===== config.mk =====
export PLATFORM = sky130hd
export DESIGN_NAME = rprop_ram
export DESIGN_NICKNAME = d
export VERILOG_FILES = /design/src/rtl/rprop_weight_update_macros.svh /design/src/rtl/rprop_ram.sv
export SDC_FILE = /design/constraint.sdc
export NUM_CORES = 1
export LEC_CHECK = 0
export BUFFER_PORTS_ARGS = -buffer_cell sky130_fd_sc_hd__buf_2
export CAP_MARGIN = 20
export CORE_UTILIZATION = 30
export CTS_BUF_LIST = sky130_fd_sc_hd__clkbuf_8 sky130_fd_sc_hd__clkbuf_16
export DETAILED_ROUTE_END_ITERATION = 16
export PLACE_DENSITY = 0.52
export REMOVE_ABC_BUFFERS = 1
export SYNTH_ARGS = -nofsm -noshare
export SYNTH_HDL_FRONTEND = slang
export SYNTH_SLANG_ARGS = --single-unit

===== constraint.sdc =====
create_clock -name clk -period 3.5 [get_ports clk]
set_clock_uncertainty 0.05 [all_clocks]
set_input_delay 0.7 -clock clk [delete_from_list [all_inputs] [get_ports clk]]
set_output_delay 0.7 -clock clk [all_outputs]
set_load 0.02 [all_outputs]

===== src/rtl/rprop_weight_update_macros.svh =====
// assertion helpers for the rprop weight update block
// both sample on the rising edge of clk and are off while rst_n is low
`ifndef RPROP_WEIGHT_UPDATE_MACROS_SVH
`define RPROP_WEIGHT_UPDATE_MACROS_SVH

// consequent checked in the same cycle as the antecedent
`define RPROP_ASSERT_SAME(label, ante, cons, msg) \
    label: assert property (@(posedge clk) disable iff (!rst_n) (ante) |-> (cons)) \
        else $error(msg);

// consequent checked in the cycle after the antecedent
`define RPROP_ASSERT_NEXT(label, ante, cons, msg) \
    label: assert property (@(posedge clk) disable iff (!rst_n) (ante) |=> (cons)) \
        else $error(msg);

`endif


===== src/rtl/rprop_ram.sv =====
module rprop_ram #(
    parameter int WIDTH = 8,
    parameter int DEPTH = 16,
    localparam int AW = (DEPTH > 1) ? $clog2(DEPTH) : 1
) (
    input  logic             clk,
    input  logic             we,
    input  logic [AW-1:0]    waddr,
    input  logic [WIDTH-1:0] wdata,
    input  logic             re,
    input  logic [AW-1:0]    raddr,
    output logic [WIDTH-1:0] rdata
);

    logic [WIDTH-1:0] mem_reg [DEPTH];
    logic [WIDTH-1:0] rdata_reg;

    always_ff @(posedge clk)
    begin
        if (we)
        begin
            mem_reg[waddr] <= wdata;
        end
        if (re)
        begin
            rdata_reg <= mem_reg[raddr];
        end
    end

    assign rdata = rdata_reg;

endmodule


[Word level (Yosys, flattened, before mapping)]
Memories as Yosys holds them, arrays and structs flattened. A register that Yosys moved wholly into a read port is not among the register bits.
Cells that the tools add are included.
Cells by class
  $add $sub $neg: 0
  multipliers: 0
  div/mod/pow operators: 0
  $lt $le $gt $ge: 0
  equality and inequality tests: 0
  shift-type cells: 0
  mux-type cells: 2
  bitwise logic cells: 0
  reduce and logical (&&, ||, !) cells: 0
Operators by type and width (number)
  $mux W1: 2
Word-level totals
  register bits after elaboration: 0
  latch bits: 0
  memory bits (writable): 128
  memory bits (read-only): 0
  output and inout port bits: 8
  logic and storage cells: 3
  memories: 1
Memory list
  mem_reg: words 16, width 8, read ports 1, clocked after memory_dff 1, write ports 1, RTL line rprop_ram.sv:15  | logic [WIDTH-1:0] mem_reg [DEPTH];

[Logic depth before layout (Yosys ltp)]
  word-level depth: 2
  depth in mapped cells: 5

[Worst setup path before layout]
OpenSTA, ideal clock, no wires.
  path type: input port to flip-flop
  start point: input waddr[2]
  end point: memory mem_reg[0][0], enable pin
  library setup time: 383 ps
  arrival time: 1810 ps
  data required time: 3067 ps
  path slack: 1257 ps
  cell stages on the path: 2
  buffers on the path: 0
  cells stage by stage: or3b_2 nor3_1
RTL lines
  from (decl): RTL line rprop_ram.sv:8  | input logic [AW-1:0] waddr,
  to (decl): RTL line rprop_ram.sv:15
No word-level cell before the write port.

==> qor.txt <==
Resize count post-CTS - 0
Rel. slew slack - 32.35%
flop-to-flop setup slack - 1.87 ns
Worst EP arrival - 2.29 ns
Min Hold Slack - 0.6091 ns
max reg flops - 128
post-route ant nets - 0
Die ar. - 17960 um2
FMAX - 0.4539 GHz
vias in the first global route - 2602
final instance area - 6220 um2
crit path max-delay cell type - mux4_1
CP cell instances - buf_2, buf_12, mux4_1, a22oi_1, nand2_1
fin. max-slew vios - 0
Gate power share - 4.6%
CTS tree - done
# diodes - 0
CTS Buffer Depth - 2
Chip Height - 134.0 um
Post-Syn Instances - 229
IO Count - 27
htree depth - 4
RSZ-0062 raised after global routing - no
DRC - 0
critical path type - in -> reg
Layout Area Growth over Synthesis - 18.98%
M1 WL - 4.786 mm
crit end category - flop
NetSw - 0.7442 mW
first-pass GRT wire length - 16.05 mm
TritonCTS buffer count - 17
Vias/cell - 4.811
DPL Wire Length - 6.661 mm
sequential area share after synthesis - 78.12%
clk slew on worst S/H paths - 0.06 ns
placed cell areas - 5634 um2
clk sinks - 136
Post-CTS Hold Fix Bufs - 0
clock root buffer - clkbuf_16
highest metal used - met4
Met2 Routed Length - 5.002 mm
setup violators final - 0
Leak Pwr - 2.033 nW
worst skew pair latency - 0.40 ns
Sw Share - 19.84%
initial drt markers - 173
Fillers - 1552
cell-internal power - 3.008 mW
Cell variety after synth - 18
CP Buf/Inv Count - 2
Crit Path Max Fanout - 17
average size of a mapped cell - 22.83 um2
Yosys reg bits - 136
status - finished clean
max-cap viol count - 0
GPL Wtd Cong - 0.7305
total track usage - 12.97%
hold crit path type - in -> reg
most frequent cells in the layout - edfxtp_1 (136), buf_2 (26), mux4_2 (18)
Max VDD drop - 0.3577 mV
final setup TNS - 0 ns
core footprint - 16820 um2
Worst EP required - 3.59 ns
met3 WL - 660 um
initial antenna violation count - 0
fin nets - 293
DR pass1 iterations - 4
Cell Area, Synth - 5228 um2
Synth warnings - 0
pwr/cell area - 603.2 nW/um2
Critical Path Max Stage Delay - 0.56 ns
Vias - 2439
Clock Power Share - 46.2%
CP top delay family - buffers and inverters
Post-Route WL - 10.49 mm
I/O Buffers - 26
Final min period - 2.203 ns
crit share post-route - 62.94%
post-CTS setup buffers - 0
Fin. Hold Viols - 0
CP Launch Type - input port
Seq pwr share - 49.1%
row count - 47
Slew @ Worst Pin - 1.011 ns
pin count of the biggest net entering global routing - 24
initial core utilization - 31.08%
ratio of cells with drive above 1 in the final layout - 28.92%
WL per Instance - 20.69 um
chip width - 134.0 um
gr ovfl total - 0
most common cell after layout, fill and taps aside - edfxtp_1
-- cell families after synthesis --
logic type | after synthesis | share of synthesized area, %
flops | 136 | 78.12
simple gates | 35 | 3.136
mux | 32 | 14.79
compound gates | 16 | 2.298
buf+inv | 10 | 1.651
-- final timing paths --
check	end	depth (start not counted)	from
worst min-delay path	rdata[6]	1	re
worst max register to register	rdata[7]	3	mem_reg[2][7]
worst max-delay path	rdata[3]	5	raddr[0]
worst min register to register	rdata[2]	3	mem_reg[8][2]
-- synthesized netlist by cell type (all sizes together) --
cell type / number / area [um2]
nand2: 9 / 33.78
nand3: 1 / 5.000
nor2: 13 / 48.80
and2: 1 / 6.260
buf: 7 / 56.30
edfxtp: 136 / 4084
nand2b: 2 / 12.51
or3b: 1 / 8.760
clkdlybuf4s25: 3 / 30.03
nor3: 4 / 20.02
and2b: 1 / 7.510
nand3b: 2 / 15.01
mux4: 32 / 773.2
nor2b: 1 / 6.260
a22oi: 16 / 120.1
-- power by group through the flow --
stage	Combinational [mW]	Clock, mW	Sequential (mW)
floorplan	0.0732	0	1.89
detailed placement	0.178	0	1.88
CTS	0.178	1.77	1.84
global route	0.190	1.83	1.85
finish	0.174	1.73	1.84
global placement	0.174	0	1.88
-- worst register-to-register path, cell delays in order, from the launching register on --
cell,delay [ns]
edfxtp_1,0.37
mux4_2,0.47
a22oi_1,0.36
nand2_1,0.12
-- metal layers --
metal	global-route usage, %	vias to the layer above
met1	17.21	1283
met4	4.735	0
met3	4.762	2
met5	0	-
met2	19.46	82
li1	-	1072
-- per-stage QoR --
stage / cells / worst slack (ns) / power, mW / utilization, %
floorplan: 219 / 1.257 / 1.959 / -
global placement: 475 / 0.8690 / 2.051 / 33.50
detailed placement: 475 / 0.8417 / 2.056 / 33.50
CTS: 507 / 1.284 / 3.792 / 36.98
global route: 507 / 1.182 / 3.872 / 36.98
finish: 507 / 1.297 / 3.752 / 36.98
-- area by class of cell --
class / count / area, um2 / share of cell area (%)
Sequential cell: 136 / 4084 / 65.66
Timing Repair Buffer: 36 / 217.7 / 3.500
Multi-Input combinational cell: 83 / 1057 / 17.00
Tap cell: 220 / 275.3 / 4.426
Clock buffer: 17 / 425.4 / 6.840
Clock inverter: 15 / 160.2 / 2.575
Note: power is estimated with default switching activity, not from simulation.
