File: src/rtl/rprop_weight_update_macros.svh
// assertion helpers for the rprop weight update block
// both sample on the rising edge of clk and are off while rst_n is low
`ifndef RPROP_WEIGHT_UPDATE_MACROS_SVH
`define RPROP_WEIGHT_UPDATE_MACROS_SVH

// consequent checked in the same cycle as the antecedent
`define RPROP_ASSERT_SAME(label, ante, cons, msg) \
    label: assert property (@(posedge clk) disable iff (!rst_n) (ante) |-> (cons)) \
        else $error(msg);

// consequent checked in the cycle after the antecedent
`define RPROP_ASSERT_NEXT(label, ante, cons, msg) \
    label: assert property (@(posedge clk) disable iff (!rst_n) (ante) |=> (cons)) \
        else $error(msg);

`endif

File: src/rtl/rprop_pkg.sv
package rprop_pkg;

    localparam int INDEX_W  = 12;
    localparam int GRAD_W   = 32;
    localparam int WEIGHT_W = 32;
    localparam int STEP_W   = 31;
    localparam int BRANCH_W = 2;
    localparam int APB_ADDR_W = 3;
    localparam int APB_DATA_W = 32;

    // table reset contents
    localparam logic signed [GRAD_W-1:0]   RESET_GRADIENT = 32'sd65536;
    localparam logic [STEP_W-1:0]          RESET_STEP     = 31'd6554;
    localparam logic signed [WEIGHT_W-1:0] RESET_CHANGE   = 32'sd6554;

    // register reset values
    localparam logic [STEP_W-1:0] RESET_STEP_FLOOR   = 31'd1;
    localparam logic [STEP_W-1:0] RESET_STEP_CEILING = 31'd3276800;

    // floor(x / 5) = (x * DIV5_MULT) >> DIV5_SHIFT, exact for x < 2^31
    localparam logic [31:0] DIV5_MULT  = 32'd1717986919;
    localparam int          DIV5_SHIFT = 33;

    // register select (paddr bit 2)
    typedef logic reg_sel_t;
    localparam reg_sel_t REG_STEP_FLOOR   = 1'b0;
    localparam reg_sel_t REG_STEP_CEILING = 1'b1;

    typedef logic [BRANCH_W-1:0] branch_t;
    localparam branch_t BR_GROW = 2'd0;
    localparam branch_t BR_FLIP = 2'd1;
    localparam branch_t BR_KEEP = 2'd2;

    typedef struct packed {
        logic signed [GRAD_W-1:0]   grad;
        logic [STEP_W-1:0]          step;
        logic signed [WEIGHT_W-1:0] change;
    } entry_t;

    localparam int ENTRY_W = $bits(entry_t);

    localparam entry_t ENTRY_RESET = '{
        grad:   RESET_GRADIENT,
        step:   RESET_STEP,
        change: RESET_CHANGE
    };

    typedef struct packed {
        logic signed [WEIGHT_W-1:0] weight_next;
        logic [STEP_W-1:0]          step_now;
        branch_t                    branch_taken;
        logic                       saturated;
    } result_t;

endpackage

File: src/rtl/rprop_idx.sv
// weight_index modulo NUM_WEIGHTS, one register stage
module rprop_idx #(
    parameter int NUM_WEIGHTS = 4096,
    localparam int IDX_W = (NUM_WEIGHTS > 1) ? $clog2(NUM_WEIGHTS) : 1
) (
    input  logic                          clk,
    input  logic                          en,
    input  logic [rprop_pkg::INDEX_W-1:0] weight_index,
    output logic [IDX_W-1:0]              idx
);

    localparam int  XW     = rprop_pkg::INDEX_W;
    localparam bit  FULL   = (NUM_WEIGHTS >= (1 << XW));
    localparam bit  POW2   = (NUM_WEIGHTS > 1) && ((NUM_WEIGHTS & (NUM_WEIGHTS - 1)) == 0);
    localparam int  RSHIFT = 2 * XW;
    localparam int  RW     = RSHIFT + 1;
    localparam int  PW     = RW + XW;

    logic [XW-1:0] x_reg;

    always_ff @(posedge clk)
    begin
        if (en)
        begin
            x_reg <= weight_index;
        end
    end

    if (FULL)
    begin : g_full
        assign idx = IDX_W'(x_reg);
    end
    else if (POW2)
    begin : g_pow2
        assign idx = x_reg[IDX_W-1:0];
    end
    else
    begin : g_recip
        // quotient by reciprocal, exact for every 12-bit index
        localparam longint RECIP = ((64'd1 << RSHIFT) + NUM_WEIGHTS - 1) / NUM_WEIGHTS;
        localparam logic [RW-1:0] RECIP_C = RW'(RECIP);
        localparam logic [XW-1:0] NUM_C   = XW'(NUM_WEIGHTS);

        logic [PW-1:0]   quot_prod;
        logic [XW-1:0]   q_reg;
        logic [2*XW-1:0] qn;
        logic [XW-1:0]   diff;

        assign quot_prod = PW'(weight_index) * PW'(RECIP_C);

        always_ff @(posedge clk)
        begin
            if (en)
            begin
                q_reg <= quot_prod[RSHIFT +: XW];
            end
        end

        assign qn   = (2*XW)'(q_reg) * (2*XW)'(NUM_C);
        assign diff = x_reg - qn[XW-1:0];
        assign idx  = diff[IDX_W-1:0];
    end

endmodule

File: config.mk
export PLATFORM = sky130hd
export DESIGN_NAME = rprop_idx
export DESIGN_NICKNAME = d
export VERILOG_FILES = /design/src/rtl/rprop_weight_update_macros.svh /design/src/rtl/rprop_pkg.sv /design/src/rtl/rprop_idx.sv
export SDC_FILE = /design/constraint.sdc
export NUM_CORES = 1
export LEC_CHECK = 0
export ABC_AREA = 1
export BUFFER_PORTS_ARGS = -buffer_cell sky130_fd_sc_hd__buf_2
export CORE_AREA = 2 2 39 41
export DETAILED_ROUTE_END_ITERATION = 10
export DIE_AREA = 0 0 41 43
export GPL_TIMING_DRIVEN = 1
export MAX_ROUTING_LAYER = met4
export SLEW_MARGIN = 5
export SYNTH_ARGS = -nofsm -noshare
export SYNTH_HDL_FRONTEND = slang
export SYNTH_SLANG_ARGS = --single-unit
File: constraint.sdc
create_clock -name clk -period 0.8 [get_ports clk]
set_input_delay 0.04 -clock clk [delete_from_list [all_inputs] [get_ports clk]]
set_output_delay 0.04 -clock clk [all_outputs]
set_load 0.05 [all_outputs]
# Yosys cells after proc, flatten, opt, wreduce, memory -nomap -nowiden
# Cells that the tools add are included.
[totals] output_inout_bits=12 mem_bits_ro=0 mem_bits_rw=0 reg_bits=12 mem_count=0 inputBits=14 elab_cells=1 latchBits=0
[op_classes] shift=0 reduce_logical=0 div=0 bitwise_logic=0 multipliers=0 mux=0 n_addsub=0 magnitude_cmp=0 n_eq_ne=0

# Logic depth before layout (Yosys ltp)
[depth] ltp_word=0 depth_mapped=0 ltp_nobuf=0

# Least setup slack after synthesis
# Ideal clock, no wire load.
[synth_path] path_type="flip-flop to output port" startpoint="reg x_reg[0] (netlist: idx[0])" endpoint="out idx[0]" required_ns=0.760 setup_slack_ns=0.159 path_stages_with_launch=1 arrival_ns=0.601 path_buffers=0 cell_sequence="edfxtp_1"
[synth_lines] item="start, declared" line="rprop_idx.sv:19" source="logic [XW-1:0] x_reg;"
[synth_lines] item="start signal, assigned" line="rprop_idx.sv:25" source="x_reg <= weight_index;"
[synth_lines] item="end, declared" line="rprop_idx.sv:9" source="output logic [IDX_W-1:0] idx"
# No word-level cell between the ends.

# Worst setup path after layout
[layout_path] startpoint="reg x_reg[6] (netlist: idx[6])" endpoint="out idx[6]"
# No word-level cell between the ends.

==> impl_metrics.env <==
export IMPL_status="finished, violations left"
export IMPL_violations="setup timing"
export IMPL_port_buffers=25
export IMPL_critPathTopFamily="flip-flops"
export IMPL_vias_per_cell=3.855
export IMPL_synth_nets=26
export IMPL_cp_max_fo=1
export IMPL_fin_crit_ns=0.8828
export IMPL_place_area_um2=505.5
export IMPL_total_power_mw=1.490
export IMPL_yosys_area_share_simple_pct=0
export IMPL_tns_ns=-0.6500
export IMPL_die_w_um=41
export IMPL_path_clk_slew_ns=0.07
export IMPL_synth_xor_area_share_pct=0
export IMPL_p_clk_share_pct=24.1
export IMPL_grt_usage_pct=10.22
export IMPL_fmax_mhz=1133
export IMPL_rsz0062_at_grt="true"
export IMPL_cp_startpoint="idx[6]$_DFFE_PP_"
export IMPL_multi_input_comb_area_um2=0
export IMPL_dr_pass1_iters=2
export IMPL_critPathSlowestCell="edfxtp_1"
export IMPL_io_pins=26
export IMPL_endpoint="idx[6]"
export IMPL_p_per_area_nw_per_um2=2050
export IMPL_grt_max_degree=13
export IMPL_fin_nets=68
export IMPL_period_share_pct=110.3
export IMPL_cts_tree="done"
export IMPL_largest_reg_flops=12
export IMPL_clock_path_buffers=2
export IMPL_antenna_left=0
export IMPL_combPwrFrac_pct=24.2
export IMPL_die_y_um=43
export IMPL_crit_path_end_kind="primary output"
export IMPL_drv_slew=0
export IMPL_intPower_mw=1.076
export IMPL_start_util_pct=26.04
export IMPL_p_leak_nw=0.3067
export IMPL_grt_overflow=0
export IMPL_fp_row_count=14
export IMPL_fin_area_um2=726.9
export IMPL_cts_root_buf="clkbuf_4"
export IMPL_crit_chain="buf_6"
export IMPL_first_global_vias=255
export IMPL_grt_pass1_wl_mm=1.048
export IMPL_ys_types=1
export IMPL_syn_avg_cell_area_um2=30.03
export IMPL_vdd_drop_max_mv=1.109
export IMPL_path_class="reg2out"
export IMPL_cp_depth=1
export IMPL_drive_above_1_share_pct=52.83
export IMPL_fin_util_pct=52.53
export IMPL_yosysSeqAreaShare_pct=100.0
export IMPL_post_drt_wl_per_cell_um=10.90
export IMPL_maxCapViolCount=0
export IMPL_cp_required_ns=0.76
export IMPL_die_area_um2=1763
export IMPL_setup_viol=12
export IMPL_area_growth_pct=101.7
export IMPL_ff_latch_area_um2=360.3
export IMPL_drt_iter0_markers=2
export IMPL_cts_htree_levels=1
export IMPL_synth_compound_area_share_pct=0
export IMPL_yosysWarnings=0
export IMPL_hold_class="in2reg"
export IMPL_critPathBufInv=1
export IMPL_drt_wl_total_um=752
export IMPL_num_multi_input_gates=0
export IMPL_max_stage_delay_ns=0.41
export IMPL_numClockSinks=12
export IMPL_syn_inst=12
export IMPL_p_switching_mw=0.4139
export IMPL_worstMarginPinSlew_ns=0.2647
export IMPL_antenna_cells=0
export IMPL_start_kind="register"
export IMPL_antenna_found_initial=0
export IMPL_synthAdderAreaFrac_pct=0
export IMPL_ys_ff_latch=12
export IMPL_core_area_um2=1384
export IMPL_drc=0
export IMPL_cts_made_buffers=3
export IMPL_pwr_share_seq_pct=51.7
export IMPL_fillers=123
export IMPL_critical_path_arrival_ns=0.84
export IMPL_setup_ws_ns=-0.08276
export IMPL_switching_share_pct=27.77
export IMPL_whs_ns=0.1610
export IMPL_synthMuxAreaShare_pct=0
export IMPL_syn_cell_area_um2=360.3
export IMPL_hold_viol=0
export IMPL_cts_setup_buffers=0
export IMPL_vias=266
export IMPL_place_gp_congestion=0.5287
export IMPL_slew_headroom_pct=82.35
==> power groups by stage <==
stage,Combinational [mW],Sequential [mW],Clock [mW]
final,0.361,0.771,0.359
after global routing,0.377,0.776,0.405
after global placement,0.258,0.769,0
after detailed placement,0.262,0.774,0
after floorplan,0,0.949,0
after CTS,0.363,0.773,0.380
==> cell usage in the layout, fill, tap and decap left out <==
master	n
buf_2	13
dlygate4sd3_1	12
edfxtp_1	12
buf_6	12
clkbuf_4	3
clkinv_1	1
==> repair_timing <==
item	4_1_cts	5_1_grt
gates resized for setup	24	0
endpoints found under the setup margin	12	12
cloned	0	0
hold buffers	12	0
hold endpoints to repair	12	0
==> area by class of cell <==
| cell class | instances | share of cell area [%] |
|---|---|---|
| repair buffers | 37 | 44.06 |
| well taps | 16 | 2.754 |
| clock buffers | 3 | 3.098 |
| clock inverters | 1 | 0.5164 |
| flip-flops and latches | 12 | 49.57 |
==> layer usage <==
metal  up-vias  wire, um  GRT usage [%]
met4         0         0          4.000
met5         -         0              -
met1       119       284          10.42
met2        15       422          15.31
li1        132         -              -
met3         0        45          6.283
==> cells in the mapped netlist <==
master | n | area [um^2]
edfxtp_1 | 12 | 360.4
==> worst min path at each step <==
stage / from / depth (start not counted) / slack (ns) / to
after floorplan: weight_index[0] / 0 / 0.14 / idx[0]$_DFFE_PP_
after global placement: weight_index[6] / 1 / 0.22 / idx[6]$_DFFE_PP_
after detailed placement: weight_index[10] / 1 / 0.22 / idx[10]$_DFFE_PP_
after CTS: en / 1 / 0.15 / idx[11]$_DFFE_PP_
after global routing: en / 1 / 0.16 / idx[7]$_DFFE_PP_
final: en / 1 / 0.16 / idx[10]$_DFFE_PP_
==> cells by family (layout without fill, tap and decap cells) <==
logic type             Yosys count  count (layout)
DFF                             12              12
buffers and inverters            0              41
==> stage by stage <==
step / setup slack [ns] / instances
floorplan: 0.1594 / 12
global placement: 0.1669 / 53
detailed placement: 0.1695 / 53
CTS: -0.1037 / 69
global route: -0.1235 / 69
finish: -0.08276 / 69
No activity file was read; power rests on OpenSTA's default activity.
