File: config.mk
export PLATFORM = sky130hd
export DESIGN_NAME = rprop_calc
export DESIGN_NICKNAME = d
export VERILOG_FILES = /design/src/rtl/rprop_weight_update_macros.svh /design/src/rtl/rprop_pkg.sv /design/src/rtl/rprop_calc.sv
export SDC_FILE = /design/constraint.sdc
export NUM_CORES = 2
export LEC_CHECK = 0
export BUFFER_PORTS_ARGS = -buffer_cell sky130_fd_sc_hd__buf_4
export CORE_UTILIZATION = 53
export DETAILED_ROUTE_END_ITERATION = 12
export PLACE_DENSITY = 0.86
export SKIP_LAST_GASP = 1
export SYNTH_ARGS = -nofsm -noshare
export SYNTH_HDL_FRONTEND = slang
export SYNTH_SLANG_ARGS = --single-unit
File: constraint.sdc
create_clock -name vclk -period 21.6
set_input_delay 1.08 -clock vclk [all_inputs]
set_output_delay 1.08 -clock vclk [all_outputs]
set_load 0.02 [all_outputs]
File: src/rtl/rprop_weight_update_macros.svh
// assertion helpers for the rprop weight update block
// both sample on the rising edge of clk and are off while rst_n is low
`ifndef RPROP_WEIGHT_UPDATE_MACROS_SVH
`define RPROP_WEIGHT_UPDATE_MACROS_SVH

// consequent checked in the same cycle as the antecedent
`define RPROP_ASSERT_SAME(label, ante, cons, msg) \
    label: assert property (@(posedge clk) disable iff (!rst_n) (ante) |-> (cons)) \
        else $error(msg);

// consequent checked in the cycle after the antecedent
`define RPROP_ASSERT_NEXT(label, ante, cons, msg) \
    label: assert property (@(posedge clk) disable iff (!rst_n) (ante) |=> (cons)) \
        else $error(msg);

`endif

File: src/rtl/rprop_pkg.sv
package rprop_pkg;

    localparam int INDEX_W  = 12;
    localparam int GRAD_W   = 32;
    localparam int WEIGHT_W = 32;
    localparam int STEP_W   = 31;
    localparam int BRANCH_W = 2;
    localparam int APB_ADDR_W = 3;
    localparam int APB_DATA_W = 32;

    // table reset contents
    localparam logic signed [GRAD_W-1:0]   RESET_GRADIENT = 32'sd65536;
    localparam logic [STEP_W-1:0]          RESET_STEP     = 31'd6554;
    localparam logic signed [WEIGHT_W-1:0] RESET_CHANGE   = 32'sd6554;

    // register reset values
    localparam logic [STEP_W-1:0] RESET_STEP_FLOOR   = 31'd1;
    localparam logic [STEP_W-1:0] RESET_STEP_CEILING = 31'd3276800;

    // floor(x / 5) = (x * DIV5_MULT) >> DIV5_SHIFT, exact for x < 2^31
    localparam logic [31:0] DIV5_MULT  = 32'd1717986919;
    localparam int          DIV5_SHIFT = 33;

    // register select (paddr bit 2)
    typedef logic reg_sel_t;
    localparam reg_sel_t REG_STEP_FLOOR   = 1'b0;
    localparam reg_sel_t REG_STEP_CEILING = 1'b1;

    typedef logic [BRANCH_W-1:0] branch_t;
    localparam branch_t BR_GROW = 2'd0;
    localparam branch_t BR_FLIP = 2'd1;
    localparam branch_t BR_KEEP = 2'd2;

    typedef struct packed {
        logic signed [GRAD_W-1:0]   grad;
        logic [STEP_W-1:0]          step;
        logic signed [WEIGHT_W-1:0] change;
    } entry_t;

    localparam int ENTRY_W = $bits(entry_t);

    localparam entry_t ENTRY_RESET = '{
        grad:   RESET_GRADIENT,
        step:   RESET_STEP,
        change: RESET_CHANGE
    };

    typedef struct packed {
        logic signed [WEIGHT_W-1:0] weight_next;
        logic [STEP_W-1:0]          step_now;
        branch_t                    branch_taken;
        logic                       saturated;
    } result_t;

endpackage

File: src/rtl/rprop_calc.sv
// rprop step and weight update for one table entry
module rprop_calc (
    input  logic signed [rprop_pkg::GRAD_W-1:0]   gradient,
    input  logic signed [rprop_pkg::WEIGHT_W-1:0] weight_now,
    input  rprop_pkg::entry_t                     prev,
    input  logic [rprop_pkg::STEP_W-1:0]          step_floor,
    input  logic [rprop_pkg::STEP_W-1:0]          step_ceiling,
    output rprop_pkg::result_t                    res,
    output rprop_pkg::entry_t                     upd
);

    localparam int SW = rprop_pkg::STEP_W;
    localparam int WW = rprop_pkg::WEIGHT_W;
    localparam logic signed [WW-1:0] W_MAX = {1'b0, {(WW-1){1'b1}}};
    localparam logic signed [WW-1:0] W_MIN = {1'b1, {(WW-1){1'b0}}};

    logic g_pos, g_neg, p_pos, p_neg;
    logic flip, grow;
    logic [2*SW:0]     fifth_prod;
    logic [SW-1:0]     fifth;
    logic [SW:0]       grown;
    logic [SW-1:0]     grow_step;
    logic [SW-1:0]     halved;
    logic [SW-1:0]     shrink_step;
    logic [SW-1:0]     step_sel;
    logic signed [WW:0] addend;
    logic signed [WW:0] sum;
    logic signed [WW-1:0] flip_change;
    logic sat;

    assign fifth_prod = (2*SW+1)'(prev.step) * (2*SW+1)'(rprop_pkg::DIV5_MULT);
    assign fifth      = SW'(fifth_prod >> rprop_pkg::DIV5_SHIFT);

    always_comb
    begin
        g_pos = !gradient[WW-1] && (gradient != '0);
        g_neg = gradient[WW-1];
        p_pos = !prev.grad[WW-1] && (prev.grad != '0);
        p_neg = prev.grad[WW-1];
        flip  = (g_pos && p_neg) || (g_neg && p_pos);
        grow  = (g_pos && p_pos) || (g_neg && p_neg);

        // growth by 6/5 = s + s/5, capped
        grown = {1'b0, prev.step} + {1'b0, fifth};
        if (grown > {1'b0, step_ceiling})
        begin
            grow_step = step_ceiling;
        end
        else
        begin
            grow_step = grown[SW-1:0];
        end

        // halving, floored
        halved = {1'b0, prev.step[SW-1:1]};
        if (halved < step_floor)
        begin
            shrink_step = step_floor;
        end
        else
        begin
            shrink_step = halved;
        end

        // negating the most negative change saturates
        if (prev.change == W_MIN)
        begin
            flip_change = W_MAX;
        end
        else
        begin
            flip_change = -prev.change;
        end

        if (flip)
        begin
            step_sel = shrink_step;
        end
        else if (grow)
        begin
            step_sel = grow_step;
        end
        else
        begin
            step_sel = prev.step;
        end

        if (flip)
        begin
            addend = -$signed({prev.change[WW-1], prev.change});
        end
        else if (g_pos)
        begin
            addend = -$signed({2'b00, step_sel});
        end
        else if (g_neg)
        begin
            addend = $signed({2'b00, step_sel});
        end
        else
        begin
            addend = '0;
        end

        sum = $signed({weight_now[WW-1], weight_now}) + addend;
        sat = (sum[WW] != sum[WW-1]);

        res.step_now  = step_sel;
        res.saturated = sat;
        if (sat)
        begin
            res.weight_next = sum[WW] ? W_MIN : W_MAX;
        end
        else
        begin
            res.weight_next = sum[WW-1:0];
        end

        upd.step = step_sel;
        if (flip)
        begin
            res.branch_taken = rprop_pkg::BR_FLIP;
            upd.grad         = '0;
            upd.change       = flip_change;
        end
        else
        begin
            res.branch_taken = grow ? rprop_pkg::BR_GROW : rprop_pkg::BR_KEEP;
            upd.grad         = gradient;
            upd.change       = addend[WW-1:0];
        end
    end

endmodule

-- After elaboration in Yosys (flattened, before gate mapping)
Index checks and enable logic that the tools add are counted.
- add/sub/neg operators: 5
- multiply operators: 1
- $lt $le $gt $ge: 2
- equal/unequal tests: 2
- muxes and demuxes: 14
- reductions and logical operators: 12
- operator list (kind ; number):
    two-way mux 32 bit ; 5
    two-way mux 31 bit ; 5
    two-way mux 33 bit ; 2
    nonzero test 32 bit ; 2
    multiplier 31 x 31 -> 62 bit (second input constant) ; 1
    adder 32 x 33 -> 33 bit ; 1
    negator 31 -> 33 bit ; 1
    negator 32 -> 33 bit ; 1
    adder 31 x 29 -> 32 bit ; 1
    == test 32 bit (second input constant) ; 1
    > comparator 32 x 31 -> 1 bit ; 1
    negator 32 bit ; 1
    less-than comparator 30 x 31 -> 1 bit ; 1
    logical AND 1 bit ; 6
    two-way mux 2 bit ; 2
    zero test 1 bit ; 2
    logical OR 1 bit ; 2
    != test 1 bit ; 1
- flip-flop bits (word level): 0
- input bits: 221
- logic and storage cells: 36

-- Logic depth before layout (Yosys ltp)
- word-level depth: 12
- mapped depth: 72
- gate-level depth less buffers: 67

-- Least setup slack after synthesis
OpenSTA, ideal clock, no wires.
- kind: input port to output port
- from: input prev[43] (netlist name)
- to: output res[57] (netlist name)
- data arrival time: 16.416 ns
- required time: 20.520 ns
- setup slack: 4.104 ns
- stages on the path: 65
- buffers on the path: 3
- cells stage by stage: ha_1 > inv_1 > fa_1 > inv_1 > fa_1 > inv_1 > fa_1 > inv_1 > fa_1 > fa_1 > fa_1 > inv_1 > fa_1 > inv_1 > ha_1 > a21o_1 > a21o_1 > a21oi_1 > [... 29 more ...] > clkbuf_1 > nand3_1 > o41ai_1 > xnor2_1 > nand2_1 > o21ai_0 > ha_1 > nand4_1 > nor2_1 > a211o_1 > a221o_1 > a31oi_1 > o22ai_1 > o41a_1 > a21oi_1 > xor2_2 > buf_6 > maj3_1
- RTL lines (what ; line ; source):
    start, declared ; rprop_calc.sv:5 ; input rprop_pkg::entry_t prev,
    end, declared ; rprop_calc.sv:8 ; output rprop_pkg::result_t res,

==> results.sh <==
export IMPL_first_pass_iters=6
export IMPL_grt_pass1_wl_um=137000
export IMPL_drt_iter0_drc=2482
export IMPL_portBuffers=382
export IMPL_via_per_inst=5.99
export IMPL_setup_violations=0
export IMPL_crit_arrival_ns=19.09
export IMPL_die_y_um=218
export IMPL_post_route_min_period_ns=20.17
export IMPL_timing_final_hold_violations=0
export IMPL_num_rows=78
export IMPL_grt_pass1_vias=23100
export IMPL_slew_headroom_pct=24.9
export IMPL_synth_top_area_cell="fa_1"
export IMPL_synth_top_area_share_pct=31.9
export IMPL_ys_seq_area_share_pct=0
export IMPL_cp_slowest_cell="o32ai_4"
export IMPL_syn_num_nets=4009
export IMPL_period_share_pct=93.4
export IMPL_grt_ovfl_total=0
export IMPL_n_fill_cell=3942
export IMPL_area_growth_pct=13.2
export IMPL_slowest_delay_ns=0.67
export IMPL_grtUsageTotal_pct=38.6
export IMPL_die_x_um=218
export IMPL_max_freq_mhz=49.6
export IMPL_path_max_fanout=32
export IMPL_crit_required_ns=20.52
export IMPL_drt_wl_total_um=92200
export IMPL_dpl_hpwl_um=80800
export IMPL_wl_per_cell_um=24.0
export IMPL_rsz0062_at_grt="false"
export IMPL_critical_path_buf_inv_count=10
export IMPL_tns_ns=0
export IMPL_drc_errors=0
export IMPL_grt_max_degree=64
export IMPL_ys_top_cells_by_count="inv_1, ha_1, fa_1"
export IMPL_min_path_type="in2out"
export IMPL_outcome="finished clean"
export IMPL_start_kind="input pin"
export IMPL_fin_nets=4314
export IMPL_place_gp_congestion=1.06
export IMPL_clock_buffers=0
export IMPL_register_area_um2=0
export IMPL_final_max_slew_viol_count=0
export IMPL_drv_cap=0
export IMPL_antenna_found_initial=5
export IMPL_ys_warn_count=0
export IMPL_yosysMostFrequentCell="inv_1"
export IMPL_critPathKind="in2out"
export IMPL_drive_above_1_share_pct=13.6
export IMPL_worst_pin_slew_ns=1.12
export IMPL_syn_cell_area_um2=24800
export IMPL_initial_core_util_pct=54.1
export IMPL_critical_path_top_delay_family="compound AO/OA/AOI/OAI gates"
export IMPL_cp_end_kind="output port"
export IMPL_nFlopsAndLatches=0
export IMPL_pin_count=382
export IMPL_synth_cell_types=87
export IMPL_synth_avg_cell_area_um2=8.45
export IMPL_core_area_um2=45800
export IMPL_synth_area_top_cells="fa_1, ha_1, inv_1, a21oi_1, xnor2_1"
export IMPL_synthCells=2932
export IMPL_die_area_um2=47600
export IMPL_antenna_left=0
export IMPL_dr_total_vias=23000
-- kinds of logic after synthesis --
logic type                 synth area share (%)
buffers and inverters                      13.5
AOI/OAI and AO/OA                          14.0
xor gates and xnor gates                   5.27
adders and majority gates                  56.5
and+or+nand+nor                            10.6
muxes                                     0.131
-- cell type report --
type	instances	area, um^2	share of cell area (%)
diodes	6	15.0	0.0536
inverters	749	2810	10.0
multi-input cells	2088	21500	76.6
well taps	600	751	2.68
repair buffers	398	2990	10.7
-- per-stage QoR --
| step | setup slack [ns] | instances | area [um^2] | util [%] | hold slack (ns) |
|---|---|---|---|---|---|
| 3_5_place_dp | 1.13 | 3835 | 28000 | 61.2 | 2.48 |
| 6_report | 1.43 | 3841 | 28000 | 61.2 | 2.48 |
| 3_3_place_gp | 1.65 | 3835 | 28000 | 61.2 | 2.48 |
| 2_1_floorplan | 4.10 | 2932 | 24800 | - | 2.34 |
| 5_1_grt | 0.00509 | 3839 | 28000 | 61.2 | 2.49 |
| 4_1_cts | 1.12 | 3835 | 28000 | 61.2 | 2.48 |
-- what timing repair did --
| action | CTS | global route |
|---|---|---|
| setup endpoints to repair | 0 | 33 |
| hold buffers | 0 | 0 |
| hold endpoints to repair | 0 | 0 |
| gates resized for setup | 0 | 2 |
| buffers inserted | 0 | 0 |
-- cells in the final DEF, fill, tap and decap left out, drive strengths merged, types with 7 or more instances in the layout --
cell type	netlist	final
nand4	38	38
a21oi	161	161
maj3	30	30
nand2b	16	16
inv	749	749
and2	39	39
o21a	22	22
or4	9	9
nor4	26	26
o21bai	11	11
o21ai	104	104
o211ai	21	21
nand3	34	34
buf	58	398
xor2	62	62
a211o	8	8
a211oi	16	16
o311ai	12	12
and4	9	9
a21o	55	55
xnor2	86	86
fa	395	395
a31oi	15	15
a311oi	10	10
nor2b	13	13
nand2	148	148
or3	14	14
ha	461	461
or2	7	7
nor3	50	50
nor2	117	117
o41ai	7	7
o31ai	7	7
-- routing by layer --
layer | track usage, % | share of wire (%) | vias up
li1 | - | - | 10200
met1 | 48.5 | 37 | 11100
met2 | 62.8 | 46 | 1437
met3 | 7.25 | 10 | 324
met4 | 20.6 | 6.7 | 0
met5 | 0 | 0 | -
-- path summary, 6_finish.rpt --
| check | startpoint | to | slack [ns] | depth (start not counted) |
|---|---|---|---|---|
| min | gradient[18] | upd[81] | 2.48 | 3 |
| max | prev[43] | res[34] | 1.43 | 66 |
Power is left out: the tool's default activity adds up to more than one toggle a clock period on the data nets, which glitch-free logic cannot reach.
